## src/hw/rtl/imrs_pkg.sv

```systemverilog
package imrs_pkg;

    // Request codes carried by req_type.
    localparam logic [1:0] REQ_START = 2'd0;
    localparam logic [1:0] REQ_TICK  = 2'd1;
    localparam logic [1:0] REQ_CLEAR = 2'd2;

    // Sequence modes reported on the mode output.
    localparam logic [1:0] MODE_IDLE   = 2'd0;
    localparam logic [1:0] MODE_MOVING = 2'd1;
    localparam logic [1:0] MODE_DWELL  = 2'd2;

    // Limits applied to a start request.
    localparam logic [15:0] MAX_REPEATS      = 16'd99;
    localparam logic [15:0] MAX_DWELL_MS     = 16'd30000;
    localparam logic [15:0] MAX_ANGLE_TENTHS = 16'd36000;

    localparam logic [15:0] ANGLE_RESET = 16'd100;
    localparam logic [7:0]  GRACE_RESET = 8'd50;

    // Configuration register map.
    localparam int unsigned PADDR_W        = 3;
    localparam logic        REG_GRACE_TICKS = 1'b0;

    // The progress quotient never exceeds the stored angle, so one quotient
    // bit per angle bit is enough.
    localparam int unsigned DIV_STEPS = 16;
    localparam int unsigned DIV_CNT_W = $clog2(DIV_STEPS);

    typedef struct packed {
        logic load;
        logic diff;
        logic mag;
        logic mul;
        logic div_init;
        logic div_step;
        logic commit;
    } cmd_t;

    typedef struct packed {
        logic need_div;
        logic div_last;
    } sts_t;

endpackage

```

## src/hw/rtl/imrs_ctrl.sv

```systemverilog
module imrs_ctrl (
    input  logic             clk,
    input  logic             rst_n,
    input  logic             in_valid,
    output logic             in_ready,
    output logic             out_valid,
    input  logic             out_ready,
    input  imrs_pkg::sts_t   sts,
    output imrs_pkg::cmd_t   cmd
);

    typedef enum logic [2:0] {
        S_IDLE,
        S_DIFF,
        S_MAG,
        S_MUL,
        S_PREP,
        S_DIV,
        S_COMMIT
    } state_t;

    state_t state_reg;
    state_t state_next;
    logic   out_valid_reg;
    logic   out_valid_next;

    always_comb
    begin
        cmd        = '0;
        state_next = state_reg;
        case (state_reg)
            S_IDLE:
            begin
                cmd.load = in_valid;
                if (in_valid)
                begin
                    state_next = S_DIFF;
                end
            end
            S_DIFF:
            begin
                cmd.diff   = 1'b1;
                state_next = sts.need_div ? S_MAG : S_COMMIT;
            end
            S_MAG:
            begin
                cmd.mag    = 1'b1;
                state_next = S_MUL;
            end
            S_MUL:
            begin
                cmd.mul    = 1'b1;
                state_next = S_PREP;
            end
            S_PREP:
            begin
                cmd.div_init = 1'b1;
                state_next   = S_DIV;
            end
            S_DIV:
            begin
                cmd.div_step = 1'b1;
                if (sts.div_last)
                begin
                    state_next = S_COMMIT;
                end
            end
            S_COMMIT:
            begin
                // The result is committed only once the output register is free.
                if (!out_valid_reg || out_ready)
                begin
                    cmd.commit = 1'b1;
                    state_next = S_IDLE;
                end
            end
            default:
            begin
                state_next = S_IDLE;
            end
        endcase

        if (cmd.commit)
        begin
            out_valid_next = 1'b1;
        end
        else if (out_ready)
        begin
            out_valid_next = 1'b0;
        end
        else
        begin
            out_valid_next = out_valid_reg;
        end
    end

    always_ff @(posedge clk or negedge rst_n)
    begin
        if (!rst_n)
        begin
            state_reg     <= S_IDLE;
            out_valid_reg <= 1'b0;
        end
        else
        begin
            state_reg     <= state_next;
            out_valid_reg <= out_valid_next;
        end
    end

    assign in_ready  = (state_reg == S_IDLE);
    assign out_valid = out_valid_reg;

endmodule

```

## src/hw/rtl/imrs_dp.sv

```systemverilog
module imrs_dp (
    input  logic                 clk,
    input  logic                 rst_n,
    input  imrs_pkg::cmd_t       cmd,
    output imrs_pkg::sts_t       sts,
    input  logic [7:0]           grace_ticks,
    input  logic [1:0]           req_type,
    input  logic [15:0]          angle_tenths,
    input  logic [23:0]          step_count,
    input  logic                 direction_ccw,
    input  logic [15:0]          repeat_request,
    input  logic [15:0]          dwell_request_ms,
    input  logic                 controller_idle,
    input  logic                 motion_allowed,
    input  logic                 stepper_present,
    input  logic signed [31:0]   motor_position,
    input  logic                 motor_running,
    output logic [1:0]           mode,
    output logic                 move_strobe,
    output logic signed [24:0]   move_steps_signed,
    output logic                 driver_enabled,
    output logic [15:0]          progress_tenths,
    output logic [6:0]           moves_done,
    output logic [31:0]          moves_total,
    output logic                 finished,
    output logic                 rejected
);

    // Captured transfer.
    logic [1:0]  req_reg;
    logic [15:0] angle_in_reg;
    logic [23:0] count_reg;
    logic        ccw_reg;
    logic [15:0] rep_reg;
    logic [15:0] dwell_in_reg;
    logic        ctl_idle_reg;
    logic        allowed_reg;
    logic        present_reg;
    logic [31:0] pos_reg;
    logic        running_reg;

    // Sequencer state.
    logic [1:0]  mode_reg,           mode_next;
    logic [15:0] angle_store_reg,    angle_store_next;
    logic [24:0] signed_steps_reg,   signed_steps_next;
    logic [23:0] move_length_reg,    move_length_next;
    logic [31:0] start_pos_reg,      start_pos_next;
    logic [6:0]  repeat_target_reg,  repeat_target_next;
    logic [6:0]  repeat_done_reg,    repeat_done_next;
    logic [14:0] dwell_length_reg,   dwell_length_next;
    logic [14:0] dwell_left_reg,     dwell_left_next;
    logic [7:0]  grace_left_reg,     grace_left_next;
    logic [15:0] progress_reg,       progress_next;
    logic [31:0] total_reg,          total_next;
    logic        enable_reg,         enable_next;

    // Progress arithmetic.
    logic [32:0] diff_reg;
    logic [23:0] moved_reg;
    logic [39:0] prod_reg;
    logic [23:0] rem_reg,   rem_next;
    logic [15:0] quo_reg;
    logic [imrs_pkg::DIV_CNT_W-1:0] div_cnt_reg;

    logic [32:0] diff_abs;
    logic [23:0] moved_sat;
    logic [39:0] prod_c;
    logic [24:0] trial;
    logic [24:0] trial_sub;
    logic        trial_ge;

    // Output register.
    logic [1:0]  mode_out_reg;
    logic        strobe_out_reg;
    logic [24:0] steps_out_reg;
    logic        enable_out_reg;
    logic [15:0] progress_out_reg;
    logic [6:0]  done_out_reg;
    logic [31:0] total_out_reg;
    logic        fin_out_reg;
    logic        rej_out_reg;

    logic        strobe;
    logic        fin;
    logic        rej;
    logic        do_begin;
    logic        start_bad;
    logic [24:0] steps_new;
    logic [24:0] steps_neg;
    logic [23:0] mag;
    logic [14:0] dwell_dec;
    logic [7:0]  grace_dec;
    logic [6:0]  done_inc;
    logic        grace_past;
    logic        motor_stopped;
    logic        move_done;

    assign sts.need_div = (req_reg == imrs_pkg::REQ_TICK) && (mode_reg == imrs_pkg::MODE_MOVING)
                          && present_reg && (move_length_reg != 24'd0);
    assign sts.div_last = (div_cnt_reg == imrs_pkg::DIV_CNT_W'(imrs_pkg::DIV_STEPS - 1));

    assign diff_abs  = diff_reg[32] ? (~diff_reg + 33'd1) : diff_reg;
    assign moved_sat = (diff_abs > {9'd0, move_length_reg}) ? move_length_reg : diff_abs[23:0];
    assign prod_c    = moved_reg * angle_store_reg;

    // Restoring division: the remainder starts below the divisor, so each
    // trial value stays below twice the divisor and one subtract suffices.
    assign trial     = {rem_reg, quo_reg[15]};
    assign trial_sub = trial - {1'b0, move_length_reg};
    assign trial_ge  = (trial >= {1'b0, move_length_reg});
    assign rem_next  = trial_ge ? trial_sub[23:0] : trial[23:0];

    always_ff @(posedge clk)
    begin
        if (cmd.load)
        begin
            req_reg      <= req_type;
            angle_in_reg <= angle_tenths;
            count_reg    <= step_count;
            ccw_reg      <= direction_ccw;
            rep_reg      <= repeat_request;
            dwell_in_reg <= dwell_request_ms;
            ctl_idle_reg <= controller_idle;
            allowed_reg  <= motion_allowed;
            present_reg  <= stepper_present;
            pos_reg      <= motor_position;
            running_reg  <= motor_running;
        end
        if (cmd.diff)
        begin
            diff_reg <= {pos_reg[31], pos_reg} - {start_pos_reg[31], start_pos_reg};
        end
        if (cmd.mag)
        begin
            moved_reg <= moved_sat;
        end
        if (cmd.mul)
        begin
            prod_reg <= prod_c;
        end
        if (cmd.div_init)
        begin
            rem_reg     <= prod_reg[39:16];
            quo_reg     <= prod_reg[15:0];
            div_cnt_reg <= '0;
        end
        else if (cmd.div_step)
        begin
            rem_reg     <= rem_next;
            quo_reg     <= {quo_reg[14:0], trial_ge};
            div_cnt_reg <= div_cnt_reg + 1'b1;
        end
        if (cmd.commit)
        begin
            mode_out_reg     <= mode_next;
            strobe_out_reg   <= strobe;
            steps_out_reg    <= strobe ? signed_steps_next : 25'd0;
            enable_out_reg   <= enable_next;
            progress_out_reg <= progress_next;
            done_out_reg     <= repeat_done_next;
            total_out_reg    <= total_next;
            fin_out_reg      <= fin;
            rej_out_reg      <= rej;
        end
    end

    always_comb
    begin
        mode_next          = mode_reg;
        angle_store_next   = angle_store_reg;
        signed_steps_next  = signed_steps_reg;
        move_length_next   = move_length_reg;
        start_pos_next     = start_pos_reg;
        repeat_target_next = repeat_target_reg;
        repeat_done_next   = repeat_done_reg;
        dwell_length_next  = dwell_length_reg;
        dwell_left_next    = dwell_left_reg;
        grace_left_next    = grace_left_reg;
        progress_next      = progress_reg;
        total_next         = total_reg;
        enable_next        = enable_reg;
        strobe             = 1'b0;
        fin                = 1'b0;
        rej                = 1'b0;
        do_begin           = 1'b0;

        start_bad = (mode_reg != imrs_pkg::MODE_IDLE) || !ctl_idle_reg || !allowed_reg
                    || !present_reg || (angle_in_reg == 16'd0)
                    || (angle_in_reg > imrs_pkg::MAX_ANGLE_TENTHS) || (count_reg == 24'd0);
        steps_new   = ccw_reg ? (~{1'b0, count_reg} + 25'd1) : {1'b0, count_reg};
        dwell_dec   = (dwell_left_reg != 15'd0) ? (dwell_left_reg - 15'd1) : dwell_left_reg;
        grace_dec   = (grace_left_reg != 8'd0) ? (grace_left_reg - 8'd1) : grace_left_reg;
        grace_past  = (grace_dec == 8'd0);
        motor_stopped = present_reg && !running_reg;
        move_done   = (move_length_reg != 24'd0) ? (grace_past && motor_stopped)
                                                 : (grace_past && (!present_reg || motor_stopped));
        done_inc    = repeat_done_reg + 7'd1;

        case (req_reg)
            imrs_pkg::REQ_START:
            begin
                if (start_bad)
                begin
                    rej = 1'b1;
                end
                else
                begin
                    angle_store_next  = angle_in_reg;
                    signed_steps_next = steps_new;
                    if (rep_reg == 16'd0)
                    begin
                        repeat_target_next = 7'd1;
                    end
                    else if (rep_reg > imrs_pkg::MAX_REPEATS)
                    begin
                        repeat_target_next = imrs_pkg::MAX_REPEATS[6:0];
                    end
                    else
                    begin
                        repeat_target_next = rep_reg[6:0];
                    end
                    repeat_done_next  = 7'd0;
                    dwell_length_next = (dwell_in_reg > imrs_pkg::MAX_DWELL_MS)
                                        ? imrs_pkg::MAX_DWELL_MS[14:0] : dwell_in_reg[14:0];
                    dwell_left_next   = 15'd0;
                    do_begin          = 1'b1;
                end
            end
            imrs_pkg::REQ_CLEAR:
            begin
                progress_next      = 16'd0;
                total_next         = 32'd0;
                move_length_next   = 24'd0;
                signed_steps_next  = 25'd0;
                repeat_target_next = 7'd1;
                repeat_done_next   = 7'd0;
                dwell_length_next  = 15'd0;
                dwell_left_next    = 15'd0;
                grace_left_next    = 8'd0;
                if (mode_reg == imrs_pkg::MODE_DWELL)
                begin
                    mode_next = imrs_pkg::MODE_MOVING;
                end
            end
            imrs_pkg::REQ_TICK:
            begin
                if (mode_reg == imrs_pkg::MODE_DWELL)
                begin
                    if (!present_reg)
                    begin
                        repeat_done_next = repeat_target_reg;
                        mode_next        = imrs_pkg::MODE_IDLE;
                        fin              = 1'b1;
                    end
                    else
                    begin
                        dwell_left_next = dwell_dec;
                        do_begin        = (dwell_dec == 15'd0);
                    end
                end
                else if (mode_reg == imrs_pkg::MODE_MOVING)
                begin
                    if (present_reg && (move_length_reg != 24'd0))
                    begin
                        progress_next = quo_reg;
                    end
                    grace_left_next = grace_dec;
                    if (move_done)
                    begin
                        progress_next    = angle_store_reg;
                        total_next       = total_reg + 32'd1;
                        repeat_done_next = done_inc;
                        if ((done_inc < repeat_target_reg) && present_reg)
                        begin
                            if (dwell_length_reg != 15'd0)
                            begin
                                enable_next     = 1'b0;
                                dwell_left_next = dwell_length_reg;
                                mode_next       = imrs_pkg::MODE_DWELL;
                            end
                            else
                            begin
                                do_begin = 1'b1;
                            end
                        end
                        else
                        begin
                            mode_next = imrs_pkg::MODE_IDLE;
                            fin       = 1'b1;
                        end
                    end
                end
            end
            default:
            begin
            end
        endcase

        // Launch of one move: it always comes last, after the step count is settled.
        steps_neg = ~signed_steps_next + 25'd1;
        mag       = signed_steps_next[24] ? steps_neg[23:0] : signed_steps_next[23:0];
        if (do_begin)
        begin
            progress_next    = 16'd0;
            start_pos_next   = pos_reg;
            enable_next      = 1'b1;
            move_length_next = mag;
            grace_left_next  = grace_ticks;
            mode_next        = imrs_pkg::MODE_MOVING;
            strobe           = 1'b1;
        end
    end

    always_ff @(posedge clk or negedge rst_n)
    begin
        if (!rst_n)
        begin
            mode_reg          <= imrs_pkg::MODE_IDLE;
            angle_store_reg   <= imrs_pkg::ANGLE_RESET;
            signed_steps_reg  <= 25'd0;
            move_length_reg   <= 24'd0;
            start_pos_reg     <= 32'd0;
            repeat_target_reg <= 7'd1;
            repeat_done_reg   <= 7'd0;
            dwell_length_reg  <= 15'd0;
            dwell_left_reg    <= 15'd0;
            grace_left_reg    <= 8'd0;
            progress_reg      <= 16'd0;
            total_reg         <= 32'd0;
            enable_reg        <= 1'b0;
        end
        else if (cmd.commit)
        begin
            mode_reg          <= mode_next;
            angle_store_reg   <= angle_store_next;
            signed_steps_reg  <= signed_steps_next;
            move_length_reg   <= move_length_next;
            start_pos_reg     <= start_pos_next;
            repeat_target_reg <= repeat_target_next;
            repeat_done_reg   <= repeat_done_next;
            dwell_length_reg  <= dwell_length_next;
            dwell_left_reg    <= dwell_left_next;
            grace_left_reg    <= grace_left_next;
            progress_reg      <= progress_next;
            total_reg         <= total_next;
            enable_reg        <= enable_next;
        end
    end

    assign mode              = mode_out_reg;
    assign move_strobe       = strobe_out_reg;
    assign move_steps_signed = steps_out_reg;
    assign driver_enabled    = enable_out_reg;
    assign progress_tenths   = progress_out_reg;
    assign moves_done        = done_out_reg;
    assign moves_total       = total_out_reg;
    assign finished          = fin_out_reg;
    assign rejected          = rej_out_reg;

endmodule

```

## src/hw/rtl/indexed_move_repeat_sequencer_unit.sv

```systemverilog
// Indexed move repeat sequencer. Each input transfer (start, one-millisecond
// tick or counter reset) yields exactly one result transfer with the mode,
// the move command, the driver enable, the move progress and the counters.
// A transfer is taken only while the unit is idle; a finished result waits in
// an output register, so the next transfer can be taken before the result is
// picked up. An item passes the load, difference and commit states; a tick
// during a move with a stepper present and a nonzero move length goes through
// a difference, saturation and multiply stage and a 16-step restoring divider
// that forms moved * angle / move_length before its commit. The only register,
// grace_ticks (reset 50), sits at address 0 of the APB port; the user must
// write it only while the unit is idle; the unit does not enforce this.
module indexed_move_repeat_sequencer_unit (
    input  logic                          clk,
    input  logic                          rst_n,
    input  logic                          psel,
    input  logic                          penable,
    input  logic                          pwrite,
    input  logic [imrs_pkg::PADDR_W-1:0]  paddr,
    input  logic [31:0]                   pwdata,
    output logic [31:0]                   prdata,
    output logic                          pready,
    input  logic                          in_valid,
    output logic                          in_ready,
    input  logic [1:0]                    req_type,
    input  logic [15:0]                   angle_tenths,
    input  logic [23:0]                   step_count,
    input  logic                          direction_ccw,
    input  logic [15:0]                   repeat_request,
    input  logic [15:0]                   dwell_request_ms,
    input  logic                          controller_idle,
    input  logic                          motion_allowed,
    input  logic                          stepper_present,
    input  logic signed [31:0]            motor_position,
    input  logic                          motor_running,
    output logic                          out_valid,
    input  logic                          out_ready,
    output logic [1:0]                    mode,
    output logic                          move_strobe,
    output logic signed [24:0]            move_steps_signed,
    output logic                          driver_enabled,
    output logic [15:0]                   progress_tenths,
    output logic [6:0]                    moves_done,
    output logic [31:0]                   moves_total,
    output logic                          finished,
    output logic                          rejected
);

    imrs_pkg::cmd_t cmd;
    imrs_pkg::sts_t sts;

    logic [7:0] grace_reg;
    logic [7:0] grace_next;
    logic       grace_sel;

    assign pready    = 1'b1;
    assign grace_sel = (paddr[2] == imrs_pkg::REG_GRACE_TICKS);

    always_comb
    begin
        grace_next = grace_reg;
        if (psel && penable && pwrite && pready && grace_sel)
        begin
            grace_next = pwdata[7:0];
        end
    end

    always_ff @(posedge clk or negedge rst_n)
    begin
        if (!rst_n)
        begin
            grace_reg <= imrs_pkg::GRACE_RESET;
        end
        else
        begin
            grace_reg <= grace_next;
        end
    end

    assign prdata = grace_sel ? {24'd0, grace_reg} : 32'd0;

    imrs_ctrl u_ctrl (
        .clk       (clk),
        .rst_n     (rst_n),
        .in_valid  (in_valid),
        .in_ready  (in_ready),
        .out_valid (out_valid),
        .out_ready (out_ready),
        .sts       (sts),
        .cmd       (cmd)
    );

    imrs_dp u_dp (
        .clk               (clk),
        .rst_n             (rst_n),
        .cmd               (cmd),
        .sts               (sts),
        .grace_ticks       (grace_reg),
        .req_type          (req_type),
        .angle_tenths      (angle_tenths),
        .step_count        (step_count),
        .direction_ccw     (direction_ccw),
        .repeat_request    (repeat_request),
        .dwell_request_ms  (dwell_request_ms),
        .controller_idle   (controller_idle),
        .motion_allowed    (motion_allowed),
        .stepper_present   (stepper_present),
        .motor_position    (motor_position),
        .motor_running     (motor_running),
        .mode              (mode),
        .move_strobe       (move_strobe),
        .move_steps_signed (move_steps_signed),
        .driver_enabled    (driver_enabled),
        .progress_tenths   (progress_tenths),
        .moves_done        (moves_done),
        .moves_total       (moves_total),
        .finished          (finished),
        .rejected          (rejected)
    );

endmodule
```

## config.mk

```make
export PLATFORM = sky130hd
export DESIGN_NAME = indexed_move_repeat_sequencer_unit
export DESIGN_NICKNAME = d
export VERILOG_FILES = /design/src/hw/rtl/imrs_pkg.sv /design/src/hw/rtl/imrs_ctrl.sv /design/src/hw/rtl/imrs_dp.sv /design/src/hw/rtl/indexed_move_repeat_sequencer_unit.sv
export SDC_FILE = /design/constraint.sdc
export NUM_CORES = 2
export LEC_CHECK = 0
export BUFFER_PORTS_ARGS = -buffer_cell sky130_fd_sc_hd__buf_2
export CORE_UTILIZATION = 55
export CTS_CLUSTER_SIZE = 10
export DETAILED_ROUTE_END_ITERATION = 7
export PLACE_DENSITY = 0.74
export SYNTH_ARGS = -nofsm -noshare
export SYNTH_HDL_FRONTEND = slang
export SYNTH_HIERARCHICAL = 1
export SYNTH_SLANG_ARGS = --single-unit
```

## constraint.sdc

```tcl
create_clock -name clk -period 18.42 [get_ports clk]
set_clock_uncertainty 0.2 [all_clocks]
set_input_delay 5.526 -clock clk [delete_from_list [all_inputs] [get_ports clk]]
set_output_delay 5.526 -clock clk [all_outputs]
set_load 0.01 [all_outputs]
```

==> flow_metrics.tcl <==
set metrics [dict create \
    hold_ws_ps 272 \
    hold_violations 0 \
    p_sw_share_pct 32.7 \
    power.internal_uw 2720 \
    grt_use_met1_pct 36.4 \
    min_to "u_dp/progress_reg[0]$_DFFE_PN0P_" \
    hp-start "u_dp/progress_reg[0]$_DFFE_PN0P_" \
    fin_crit_sh_pct 64.0 \
    cts_tree "built" \
    power_frac_seq_pct 40.0 \
    async_flop_share_pct 38.5 \
    start_util_pct 55.8 \
    min_path_cells 2 \
    finalCriticalPeriod_ps 11790 \
    rr_worst_depth 21 \
    fin_nets 4803 \
    largest_register_ffs 40 \
    reg2reg_from "u_dp/angle_store_reg[12]$_DFFE_PN0P_" \
    ir_worst_vdd_v 0.0000930 \
    outcome "completed" \
    routabilityCongestion 0.914 \
    dp_slack_ps 6610 \
    crit_arrival_ps 6060 \
    synth_area_leader_cell "edfxtp_1" \
    setup_tns_ps 0 \
    post_drt_wl_per_cell_microns 18.9 \
    antenna_found_initial 9 \
    cts_resized 0 \
    fill_cells 6044 \
    crit_path_end_kind "output port" \
    layout_commonest_cell "nand2_1" \
    drive_gt1_share_pct 12.4 \
    worstSkewPairLatency_ps 610 \
    cts_buffers 67 \
    worstSetupPathType "in -> out" \
    start_kind "input port" \
    setup_ws_ps 6630 \
    reg2reg_to "u_dp/prod_reg[39]$_DFFE_PP_" \
    h-tree-depth 3 \
    ff2ff_setup_slack_ps 11020 \
    post-dp-hpwl_mm 70.8 \
    power.density_nw_per_um2 90.5 \
    syn2layout_area_growth_pct 9.64 \
    drt_iter0_markers 2330 \
    grtUsageTotal_pct 26.5 \
    port_buffers 222 \
    ios 274 \
    worst_pin_slew_ps 1290 \
    die-width_microns 274 \
    cts_buffer_depth 3 \
    rows 99 \
    synthFlopType "edfxtp_1" \
    clkPwrFrac_pct 30.9 \
    dieArea_sq_um 75200 \
    drt_wl_total_mm 97.4 \
    synth_warnings 6 \
    drc_errors 0 \
    ant_nets 0 \
    grt-ovfl-total 0 \
    power.leakage_uw 0.0194 \
    mostFrequentLayoutCells "475 x nand2_1, 471 x inv_1, 334 x edfxtp_1, 308 x fa_1, 221 x buf_2" \
    cts_hold_buf 0 \
    path_buf_inv 2 \
    post_cts_buffers 0 \
    p_comb_share_pct 29.2 \
    vias 29703 \
    clockRootBuffer "clkbuf_16" \
    via_per_inst 5.77 \
    die_h_microns 274 \
    slew_viol_final 0 \
    drtPass1Iterations 5 \
    cp_slowest_cell "and2b_2" \
    synth_cell_types 97 \
    clock_sinks 550 \
    grt_max_degree 94 \
    grtUsageMet2_pct 42.5 \
    slowest_delay_ps 230 \
    max-cap-violations 0 \
    fmax_mhz 84.8 \
    setup_violations 0 \
    fp.coreArea_sq_um 73100 \
    cp_top_family "buffers and inverters" \
    grt_pass1_vias 29556 \
    total_power_uw 4040 \
    worstPathRequired_ps 12690 \
    syn_area_sq_um 40700 \
    crit_chain "buf_2 -> and2b_2 -> buf_2" \
    grt.busiest_layer "met2" \
    path_max_fanout 9 \
    fin_area_sq_um 44700 \
    rsz0062_at_grt "no" \
    net-switching-power_uw 1320 \
    maxSlewHeadroom_pct 13.1 \
    hold_path.class "reg -> reg" \
    place_area_sq_um 42600 \
    synth_seq_cells 550 \
    syn_avg_cell_area_sq_um 10.2 \
    synthTopCellsByArea "edfxtp_1 25%, fa_1 15%, dfrtp_1 13%" \
    grt_pass1_wl_mm 158 \
    met3_usage_pct 4.14 \
    ys_seq_area_share_pct 37.9 \
    path_clk_slew_ps 60 \
    cpMostUsedCell "buf_2" \
    synth_edf_count 334 \
    synth_top_area_share_pct 24.6 \
    syn_inst 3980 \
]
[synthesized netlist by cell type (18+ instances only)]
cell and instances:
a31oi_1 26, nand2_1 475, xor2_1 80, nand3_1 53, nor4_1 30, or3_1 23
and2_1 180, nand4_1 35, a21o_1 51, ha_1 211, nor2_1 203, mux2_4 20
edfxtp_1 334, mux2i_1 19, mux2_2 106, fa_1 308, a22o_1 38, a21oi_1 126
a22oi_1 20, buf_4 27, nand2b_1 33, inv_1 471, nor2b_1 33, o21a_1 18
o31ai_1 60, nor3_1 52, clkbuf_1 149, xnor2_1 108, dfrtp_1 205, o21ai_0 201
[metal layers]
| metal | vias up | part of all wire (%) |
|---|---|---|
| met2 | 1028 | 47 |
| met1 | 14655 | 43 |
| li1 | 13834 | - |
| met3 | 184 | 6.8 |
| met4 | 2 | 3.3 |
| met5 | - | 0.013 |
[worst max path at each step]
stage | start | endpoint | slack (ps) | depth (start not counted)
after detailed placement | paddr[2] | prdata[2] | 6610 | 3
after global placement | paddr[2] | prdata[1] | 6630 | 3
after global routing | paddr[2] | prdata[2] | 6590 | 3
final | paddr[2] | prdata[7] | 6630 | 3
after CTS | paddr[2] | prdata[2] | 6610 | 3
after floorplan | paddr[2] | prdata[0] | 6960 | 1
[metrics by stage]
stage,instances,util (%)
after global routing,5147,61.1
after CTS,5144,61.1
after detailed placement,5021,58.3
final,5147,61.1
after global placement,5021,58.3
after floorplan,4003,-
[power by group through the flow]
stage	combinational [uW]	sequential (uW)	clock [uW]
3_5_place_dp	1170	1640	0
4_1_cts	1180	1620	1270
3_3_place_gp	1140	1640	0
6_report	1180	1620	1250
5_1_grt	1330	1630	1320
2_1_floorplan	898	1590	0
[tightest hold or removal path: stages (launching register included)]
cell and delay (ps):
dfrtp_1 330, nand2_1 50, o31ai_1 60
[kinds of logic (layout without fill, tap and decap cells)]
| family | Yosys count | after routing | synth area share [%] |
|---|---|---|---|
| simple gates | 1212 | 1212 | 14.6 |
| compound gates | 698 | 698 | 11.2 |
| buf+inv | 666 | 848 | 6.50 |
| flops | 550 | 550 | 37.9 |
| fa+ha+maj | 519 | 519 | 21.6 |
| xor+xnor | 188 | 188 | 4.04 |
| mux | 145 | 145 | 4.13 |
| other cells | 2 | 28 | 0.0184 |
[final cells by class]
cell class,instances,area [sq um],share of cell area [%]
well taps,959,1200,2.69
multi-input cells,2787,22800,51.1
clock buffers,113,1930,4.32
repair buffers,252,1350,3.01
clock inverters,10,153,0.342
flip-flops and latches,550,15400,34.5
inverters,473,1780,3.97
diodes,3,7.51,0.0168
(Power assumes the default switching activity.)
